==> src/sv/two_level_page_table_engine_macros.svh <==
`ifndef TWO_LEVEL_PAGE_TABLE_ENGINE_MACROS_SVH
`define TWO_LEVEL_PAGE_TABLE_ENGINE_MACROS_SVH

// same-cycle implication
`define TLPT_ASSERT_IMP(lbl, clk, rstn, ante, cons, msg) \
  lbl: assert property (@(posedge clk) disable iff (!rstn) (ante) |-> (cons)) \
    else $error(msg);

// next-cycle implication
`define TLPT_ASSERT_NXT(lbl, clk, rstn, ante, cons, msg) \
  lbl: assert property (@(posedge clk) disable iff (!rstn) (ante) |=> (cons)) \
    else $error(msg);

`endif

==> src/sv/tlpt_pkg.sv <==
package tlpt_pkg;

  localparam int unsigned NumTablesDef    = 16;
  localparam int unsigned EntriesPerTable = 1024;
  localparam int unsigned DirSlots        = 1024;
  localparam int unsigned IdxW            = 10;
  localparam int unsigned FrameShift      = 12;
  localparam int unsigned EntryW          = 32;
  localparam int unsigned FrameW          = 20;
  localparam int unsigned FlagsW          = 12;
  localparam int unsigned VpnW            = 20;

  typedef logic [1:0] op_t;
  localparam op_t OP_LOOKUP = 2'd0;
  localparam op_t OP_MAP    = 2'd1;
  localparam op_t OP_UNMAP  = 2'd2;

  typedef logic [1:0] status_t;
  localparam status_t STATUS_OK          = 2'd0;
  localparam status_t STATUS_NO_TABLE    = 2'd1;
  localparam status_t STATUS_NOT_PRESENT = 2'd2;
  localparam status_t STATUS_POOL_EMPTY  = 2'd3;

  typedef struct packed {
    op_t                operation;
    logic [VpnW-1:0]    vpn;
    logic [FrameW-1:0]  phys_frame;
    logic [FlagsW-1:0]  flags;
    logic               keep_frame;
  } req_t;

  typedef struct packed {
    logic [EntryW-1:0]  entry;
    logic [FrameW-1:0]  frame_out;
    logic               table_present;
    logic               flush_needed;
    status_t            status;
  } rsp_t;

  typedef struct packed {
    logic init_step;
    logic capture;
    logic tbl_rd;
    logic eval;
    logic alloc_step;
    logic load_out;
  } cmd_t;

  typedef struct packed {
    logic need_alloc;
    logic pool_empty;
    logic sweep_last;
    logic out_free;
  } sts_t;

endpackage

==> src/sv/tlpt_ctrl.sv <==
module tlpt_ctrl (
  input  logic           clk_i,
  input  logic           rst_ni,
  input  logic           req_valid_i,
  output logic           req_ready_o,
  input  tlpt_pkg::sts_t sts_i,
  output tlpt_pkg::cmd_t cmd_o
);
  import tlpt_pkg::*;

  typedef enum logic [2:0] {
    StInit,
    StIdle,
    StDir,
    StEval,
    StClear,
    StResp
  } state_e;

  state_e state_q, state_d;

  assign req_ready_o = (state_q == StIdle);

  always_comb begin
    state_d = state_q;
    cmd_o   = '0;
    case (state_q)
      StInit: begin
        cmd_o.init_step = 1'b1;
        if (sts_i.sweep_last) begin
          state_d = StIdle;
        end
      end
      StIdle: begin
        if (req_valid_i) begin
          cmd_o.capture = 1'b1;
          state_d       = StDir;
        end
      end
      StDir: begin
        cmd_o.tbl_rd = 1'b1;
        state_d      = StEval;
      end
      StEval: begin
        cmd_o.eval = 1'b1;
        state_d    = sts_i.need_alloc ? StClear : StResp;
      end
      StClear: begin
        cmd_o.alloc_step = 1'b1;
        if (sts_i.sweep_last) begin
          state_d = StResp;
        end
      end
      StResp: begin
        if (sts_i.out_free) begin
          cmd_o.load_out = 1'b1;
          state_d        = StIdle;
        end
      end
      default: begin
        state_d = StIdle;
      end
    endcase
  end

  always_ff @(posedge clk_i or negedge rst_ni) begin
    if (!rst_ni) begin
      state_q <= StInit;
    end else begin
      state_q <= state_d;
    end
  end

endmodule

==> config.mk <==
export PLATFORM = sky130hd
export DESIGN_NAME = tlpt_ctrl
export DESIGN_NICKNAME = d
export VERILOG_FILES = /design/src/sv/two_level_page_table_engine_macros.svh /design/src/sv/tlpt_pkg.sv /design/src/sv/tlpt_ctrl.sv
export SDC_FILE = /design/constraint.sdc
export NUM_CORES = 1
export LEC_CHECK = 0
export ABC_AREA = 1
export ABC_CLOCK_PERIOD_IN_PS = 1500
export BUFFER_PORTS_ARGS = -buffer_cell sky130_fd_sc_hd__buf_4
export CAP_MARGIN = 15
export CORE_AREA = 2 2 39 41
export DETAILED_ROUTE_END_ITERATION = 8
export DIE_AREA = 0 0 41 43
export GPL_TIMING_DRIVEN = 0
export SYNTH_ARGS = -nofsm -noshare
export SYNTH_HDL_FRONTEND = slang
export SYNTH_SLANG_ARGS = --single-unit
export TNS_END_PERCENT = 100
==> constraint.sdc <==
create_clock -name clk_i -period 1.5 [get_ports clk_i]
set_input_delay 0.15 -clock clk_i [delete_from_list [all_inputs] [get_ports clk_i]]
set_output_delay 0.15 -clock clk_i [all_outputs]
set_load 0.02 [all_outputs]
==> results of run 1 <==
critical path, stage by stage (launching register included):
cell     delay [ns]
dfrtp_1        0.44
nor2_2         0.18
nand2_1        0.10
nor2_1         0.10
buf_4          0.14
Yosys cell counts, drive strengths merged:
master / number
nand3: 4
nor3: 2
dfrtp: 3
inv: 11
nand4: 2
nand2: 12
a21oi: 1
buf: 1
nor2: 4
path summary, 6_finish.rpt:
kind                              endpoint  slack (ns)  cells past startpoint
worst max-delay path              cmd_o[4]        0.16                      4
worst min-delay path            state_q[1]        0.25                      2
worst max register to register  state_q[2]        0.46                      6
worst min register to register  state_q[0]        0.56                      2
max in group asynchronous       state_q[0]        1.15                      2
min in group clk_i              state_q[0]        0.30                      6
area by class of cell:
cell class / count / area (sq um) / share of cell area (%)
Multi-Input combinational cell: 25 / 123 / 30.8
Clock buffer: 4 / 26.3 / 6.60
Buffer: 1 / 11.3 / 2.83
Inverter: 11 / 41.3 / 10.4
Tap cell: 16 / 20.0 / 5.03
Timing Repair Buffer: 13 / 100 / 25.2
Sequential cell: 3 / 76.3 / 19.2
power breakdown:
part | internal, mW | leakage [nW] | switching, mW
logic | 0.198 | 0.199 | 0.282
registers | 0.119 | 0.0367 | 0.0449
clock network | 0.0995 | 0.0150 | 0.0382
routing by layer:
metal	up-vias	GRT usage, %	wire length (microns)
li1	154	-	-
met1	127	10.3	250
met2	10	11.6	291
met3	0	1.57	34
met4	0	8.00	0
met5	-	0	0
logic make-up (layout without fill, tap and decap cells):
logic type / count (synthesis) / after routing
buf+inv: 12 / 29
flops: 3 / 3
simple gates: 24 / 24
compound gates: 1 / 1
timing repair:
item / 4_1_cts / 5_1_grt
hold endpoints to repair: 3 / 0
hold buffers: 1 / 0
resized for setup: 0 / 1
endpoints found under the setup margin: 0 / 1
stage by stage:
stage	power, mW	setup slack (ns)	utilization, %	hold slack (ns)	cell area [sq um]
6_report	0.782	0.156	28.8	0.246	398
5_1_grt	0.863	0.0631	28.8	0.268	398
4_1_cts	0.788	0.129	28.7	0.248	397
3_5_place_dp	0.643	0.384	26.0	-0.0603	360
3_3_place_gp	0.639	0.387	26.0	-0.0602	360
2_1_floorplan	0.483	0.364	-	-0.146	250
==> impl_metrics.ini, run 1 <==
[outcome]
run_status = complete, no violations

[pwr]
leakagePower_nw = 0.251
vdd_drop_max_mv = 0.431
p_per_area_nw_per_um2 = 1970

[clocking]
path_clk_slew_ns = 0.03
htreeDepth = 1
cts_tree = done
worstSkewPairLatency_ns = 0.23
cts_setup_buffers = 0
numCtsBuffers = 3
cts_root_buf = clkbuf_4
clock_sinks = 3
cts.path.max_buffers = 2

[synth]
synth_area_leaders = dfrtp_1 30%, nand2_1 17%, inv_1 15%, nand3_2 8.0%, nand4_1 5.0%
synth_area_sq_um = 250
synth_area_leader_cell = dfrtp_1
yosys_warnings = 0
synth_simple_gate_area_share_pct = 47.0
synth_nets = 47
synth_cell_types = 13
ys_ff_latch = 3
synthXorXnorAreaFrac_pct = 0
avgSynthCellArea_sq_um = 6.26
synth_top_family_by_area = simple AND/OR/NAND/NOR gates
synth-seq-area-share_pct = 30.0
synthDominantCellAreaShare_pct = 30.0
synth_fa_ha_area_share_pct = 0
syn_inst = 40
synth_compound_area_share_pct = 2.00
synthMuxAreaShare_pct = 0

[grt]
grt_use_total_pct = 8.44
grt_max_degree = 9
grt_pass1_wl_microns = 966
antenna_found_initial = 0
grt_pass1_vias = 262
grt-ovfl-total = 0

[floorplanning]
die-height_microns = 43
pin_count = 14
start_util_pct = 18.1
fp-row-count = 14
die_w_microns = 41
core-area_sq_um = 1380
dieArea_sq_um = 1760

[layout]
largest_register_ffs = 3
drive_gt1_share_pct = 38.6
area_growth_pct = 59.0
top_register = state_q
antennaDiodeCount = 0
final_cell_mix = 12 x buf_4, 11 x nand2_1, 10 x inv_1
nFillCells = 157
fin_cells = 73
final_common_cell = buf_4
biggestRegsByFlops = state_q x3
nets = 65

[timing]
maxSlewHeadroom_pct = 85.5
setup-tns-final_ns = 0
hold_viol = 0
tightest_slew_ns = 0.217
setup_violations = 0
period_share_pct = 89.6
skew_ns = 0.000462
period_minus_slack_ns = 1.34
slew_viol_final = 0
rsz0062_at_grt = false
max_clock_freq_mhz = 744

[drt]
drc = 0
post_drt_wl_per_cell_microns = 7.89
drtIter0Drc = 3
wl_microns = 576
vias_per_cell = 3.99
via_count = 291
ant_nets = 0
first_pass_iters = 4

[place]
hpwl_microns = 465
numPortBuffers = 12
place_inst = 68
gp_congestion = 0.691

[critical_path]
reg2reg_from = state_q[2]
crit_path_max_fanout = 6
end_kind = primary output
arrival_ns = 1.19
crit_path_start_kind = flop
startpoint = state_q[2]
critPathKind = reg2out
crit_required_ns = 1.35

[flow_run]
maxCapViolCount = 0

[worst_hold_path]
worst_hold_path_type = in2async
No activity file was read; power rests on OpenSTA's default activity.
==> run 2, diff against run 1 <==
--- a/config.mk
+++ b/config.mk
@@ -12,7 +12,8 @@
 export CORE_AREA = 2 2 39 41
 export DETAILED_ROUTE_END_ITERATION = 8
 export DIE_AREA = 0 0 41 43
-export GPL_TIMING_DRIVEN = 0
+export GPL_TIMING_DRIVEN = 1
+export PLACE_DENSITY = 0.37
 export SYNTH_ARGS = -nofsm -noshare
 export SYNTH_HDL_FRONTEND = slang
 export SYNTH_SLANG_ARGS = --single-unit
==> constraint.sdc (replaced) <==
create_clock -name clk_i -period 1.5 [get_ports clk_i]
set_input_delay 0 -clock clk_i [delete_from_list [all_inputs] [get_ports clk_i]]
set_output_delay 0 -clock clk_i [all_outputs]
set_load 0.02 [all_outputs]
==> run 2 against run 1 <==
Global-route usage fell by 1.2 points. Combinational power fell by 10%. Clock power barely moved. Fmax rose by 13%. Critical endpoint unchanged.
==> impl_metrics.ini, run 2 (synthesized netlist as in run 1, its figures left out) <==
[clocking]
cts_resized = 0
htreeDepth = 1
numCtsBuffers = 3
clock_sinks = 3
cts_tree = done
worstSkewPairLatency_ns = 0.23
cts_setup_buffers = 0
cts_root_buf = clkbuf_4
path_clk_slew_ns = 0.04
cts.path.max_buffers = 2

[critical_path]
arrival_ns = 1.19
end_kind = primary output
startpoint = state_q[0]
ff2ff_setup_slack_ns = 0.45
crit_required_ns = 1.50
critPathKind = reg2out
crit_path_start_kind = flop
crit_path_max_fanout = 6
reg2reg_to = state_q[2]
reg2reg_from = state_q[2]
r2r_cells = 6

[drt]
ant_nets = 0
first_pass_iters = 2
drc = 0
via_count = 285
post_drt_wl_per_cell_microns = 8.00
wl_microns = 576
drtIter0Drc = 5
vias_per_cell = 3.96

[layout]
nets = 64
nFillCells = 163
largest_register_ffs = 3
area_growth_pct = 54.0
final_common_cell = buf_4
final_cell_mix = 12 x buf_4, 11 x nand2_1, 10 x inv_1
drive_gt1_share_pct = 35.7
top_register = state_q
regArea_sq_um = 75.1
antennaDiodeCount = 0
biggestRegsByFlops = state_q x3
multi_input_area_sq_um = 123

[pwr]
vdd_drop_max_mv = 0.385
leakagePower_nw = 0.246
p_per_area_nw_per_um2 = 1940
total_power_uw = 747

[place]
gp_congestion = 0.688
hpwl_microns = 482
numPortBuffers = 12

[timing]
maxSlewHeadroom_pct = 84.9
period_minus_slack_ns = 1.19
slew_viol_final = 0
period_share_pct = 79.2
setup_violations = 0
rsz0062_at_grt = false
hold_viol = 0
max_clock_freq_mhz = 841
tightest_slew_ns = 0.227
setup-tns-final_ns = 0
skew_ns = 0.00252

[outcome]
run_status = complete, no violations

[floorplanning]
die-height_microns = 43
dieArea_sq_um = 1760
fp-row-count = 14
start_util_pct = 18.1
pin_count = 14
core-area_sq_um = 1380
die_w_microns = 41

[grt]
grt_use_total_pct = 7.24
grt_max_degree = 9
grt-ovfl-total = 0
grt_pass1_wl_microns = 876
grt_pass1_vias = 253
antenna_found_initial = 0

[flow_run]
maxCapViolCount = 0

[worst_hold_path]
worst_hold_path_type = in2async
## run 2: cell count changes in the layout (fill, tap and decap cells not counted), sizes merged
| cell | delta |
|---|---|
| buf | -1 |
## run 2: critical path: stages, from the launching register on
cell,delay [ns]
dfrtp_1,0.44
inv_2,0.06
nor2_2,0.13
nand2_1,0.10
nor2_1,0.09
buf_4,0.14
## run 2: stage by stage
stage                     area (sq um)  worst slack (ns)  utilization [%]  cells  hold slack, ns
final                              385             0.311             27.8     72          0.0973
after global routing               385             0.195             27.8     72           0.106
after CTS                          385             0.292             27.8     72          0.0931
after detailed placement           349             0.435             25.2     67          -0.207
after global placement             349             0.426             25.2     67          -0.208
after floorplan                    250             0.514                -     40          -0.296
## run 2: worst max-delay path by stage
stage | endpoint
floorplan | cmd_o[0]
global placement | state_q[2]
detailed placement | state_q[2]
CTS | cmd_o[4]
global route | cmd_o[4]
finish | cmd_o[4]
## run 2: area by class of cell
class,instances,share of cell area [%]
clock buffers,4,6.82
inverters,11,10.7
well taps,16,5.19
multi-input cells,25,31.8
flip-flops and latches,3,19.5
repair buffers,13,26.0
## run 2: metal layers
metal	vias up	global-route usage (%)	routed length, microns
met5	-	0	0
met4	0	2.00	0
met3	0	4.71	42
met2	9	11.6	296
met1	126	7.42	237
li1	150	-	-
## run 2: power breakdown
group | total [mW] | switching (mW) | internal, mW
Combinational | 0.431 | 0.254 | 0.177
Sequential | 0.175 | 0.0590 | 0.116
Clock | 0.140 | 0.0408 | 0.0996
Total | 0.747 | 0.354 | 0.393
## run 2: what timing repair did
item,4_1_cts,5_1_grt
hold endpoints to repair,3,0
setup endpoints to repair,0,0
hold buffers,1,0
==> run 3, diff against run 2 <==
--- a/config.mk
+++ b/config.mk
@@ -6,7 +6,7 @@
 export NUM_CORES = 1
 export LEC_CHECK = 0
 export ABC_AREA = 1
-export ABC_CLOCK_PERIOD_IN_PS = 1500
+export ABC_CLOCK_PERIOD_IN_PS = 1200
 export BUFFER_PORTS_ARGS = -buffer_cell sky130_fd_sc_hd__buf_4
 export CAP_MARGIN = 15
 export CORE_AREA = 2 2 39 41
==> constraint.sdc (replaced) <==
create_clock -name clk_i -period 1.2 [get_ports clk_i]
set_input_delay 0 -clock clk_i [delete_from_list [all_inputs] [get_ports clk_i]]
set_output_delay 0 -clock clk_i [all_outputs]
set_load 0.02 [all_outputs]
==> run 3 against run 2 <==
Worst setup slack lost 0.23 ns. Largest cell class unchanged. Combinational power up 46%. Critical endpoint unchanged. Clock power grew 26%. Largest power group unchanged.
==> impl_metrics.ini, run 3 (synthesized netlist as in run 1, its figures left out) <==
[timing]
maxSlewHeadroom_pct = 89.9
skew_ns = 0.000365
slew_viol_final = 0
hold_viol = 0
max_clock_freq_mhz = 895
period_share_pct = 93.1
tightest_slew_ns = 0.150
period_minus_slack_ns = 1.12
setup_violations = 0
whs_ns = 0.102

[critical_path]
critPathKind = reg2out
crit_path_max_fanout = 6
end_kind = primary output
crit_required_ns = 1.20
crit_path_start_kind = flop
arrival_ns = 1.12

[layout]
final_cell_mix = 14 x buf_4, 10 x inv_1, 10 x nand2_1
nets = 66
antennaDiodeCount = 0
top_register = state_q
nFillCells = 170
final_cell_area_sq_um = 414
final_common_cell = buf_4
largest_register_ffs = 3
area_growth_pct = 65.5
regArea_sq_um = 78.8
biggestRegsByFlops = state_q x3
drive_gt1_share_pct = 46.6
multi_input_area_sq_um = 133

[floorplanning]
pin_count = 14
dieArea_sq_um = 1760
core-area_sq_um = 1380
start_util_pct = 18.1
die_w_microns = 41
fp-row-count = 14
die-height_microns = 43

[drt]
first_pass_iters = 2
drtIter0Drc = 4
wl_microns = 644
drc = 0
via_count = 293
post_drt_wl_per_cell_microns = 8.70
vias_per_cell = 3.96
ant_nets = 0

[place]
place_area_sq_um = 349
gp_congestion = 0.687
hpwl_microns = 504
numPortBuffers = 12

[grt]
antenna_found_initial = 0
grt_use_total_pct = 8.93
grt_pass1_vias = 265
grt-ovfl-total = 0
grt_max_degree = 9
grt_pass1_wl_mm = 1.01

[pwr]
leakagePower_nw = 0.253
p_per_area_nw_per_um2 = 2520
total_power_mw = 1.05
vdd_drop_max_mv = 0.743

[clocking]
cts_tree = done
path_clk_slew_ns = 0.04
clock_sinks = 3
numCtsBuffers = 3
worstSkewPairLatency_ns = 0.23
htreeDepth = 1
cts.path.max_buffers = 2
cts_root_buf = clkbuf_4

[flow_run]
maxCapViolCount = 0

[outcome]
run_status = complete, no violations

[worst_hold_path]
worst_hold_path_type = in2async
[run 3: path summary, 6_finish.rpt]
kind,endpoint,startpoint,slack [ns],cells after the start
setup / recovery,cmd_o[4],state_q[2],0.08,4
hold / removal,state_q[1],rst_ni,0.10,2
setup reg to reg,state_q[2],state_q[0],0.10,7
hold reg to reg,state_q[0],state_q[0],0.57,2
max in group asynchronous,state_q[2],rst_ni,0.99,2
min in group clk_i,state_q[0],sts_i[3],0.14,6
[run 3: cell type report]
| type | count | area share [%] |
|---|---|---|
| Clock buffer | 4 | 6.34 |
| Inverter | 11 | 9.97 |
| Multi-Input combinational cell | 25 | 32.0 |
| Sequential cell | 3 | 19.0 |
| Tap cell | 16 | 4.83 |
| Timing Repair Buffer | 15 | 27.8 |
[run 3: critical path: stages, from the launching register on]
cell	delay, ns
dfrtp_2	0.44
nor2_4	0.15
nand2_2	0.07
nor2_1	0.08
buf_4	0.14
[run 3: per-stage QoR]
step	worst slack (ns)	setup TNS, ns	std cells	utilization [%]
finish	0.0831	0	74	29.9
detailed placement	0.117	0	67	25.2
CTS	0.00336	0	72	27.9
global route	-0.00491	-0.00491	74	29.9
floorplan	0.214	0	40	-
global placement	0.125	0	67	25.2
[run 3: metal layers]
metal / share of wire (%) / up-vias / global-route usage, %
li1: - / 156 / -
met1: 43 / 126 / 9.29
met3: 7.8 / 0 / 7.85
met2: 48 / 11 / 13.1
met5: 0 / - / 0
met4: 0 / 0 / 2.00
[run 3: power breakdown]
| part | total [mW] | switching, mW | internal [mW] |
|---|---|---|---|
| Clock | 0.176 | 0.0518 | 0.125 |
| Combinational | 0.630 | 0.349 | 0.280 |
| Sequential | 0.239 | 0.0856 | 0.154 |
| Total | 1.05 | 0.486 | 0.559 |
[run 3: timing repair]
action                     in CTS  in global routing
resized for setup               1                  5
hold buffers                    1                  0
pin swaps                       1                  1
hold endpoints to repair        3                  0
setup endpoints to repair       1                  3
setup buffers                   0                  2
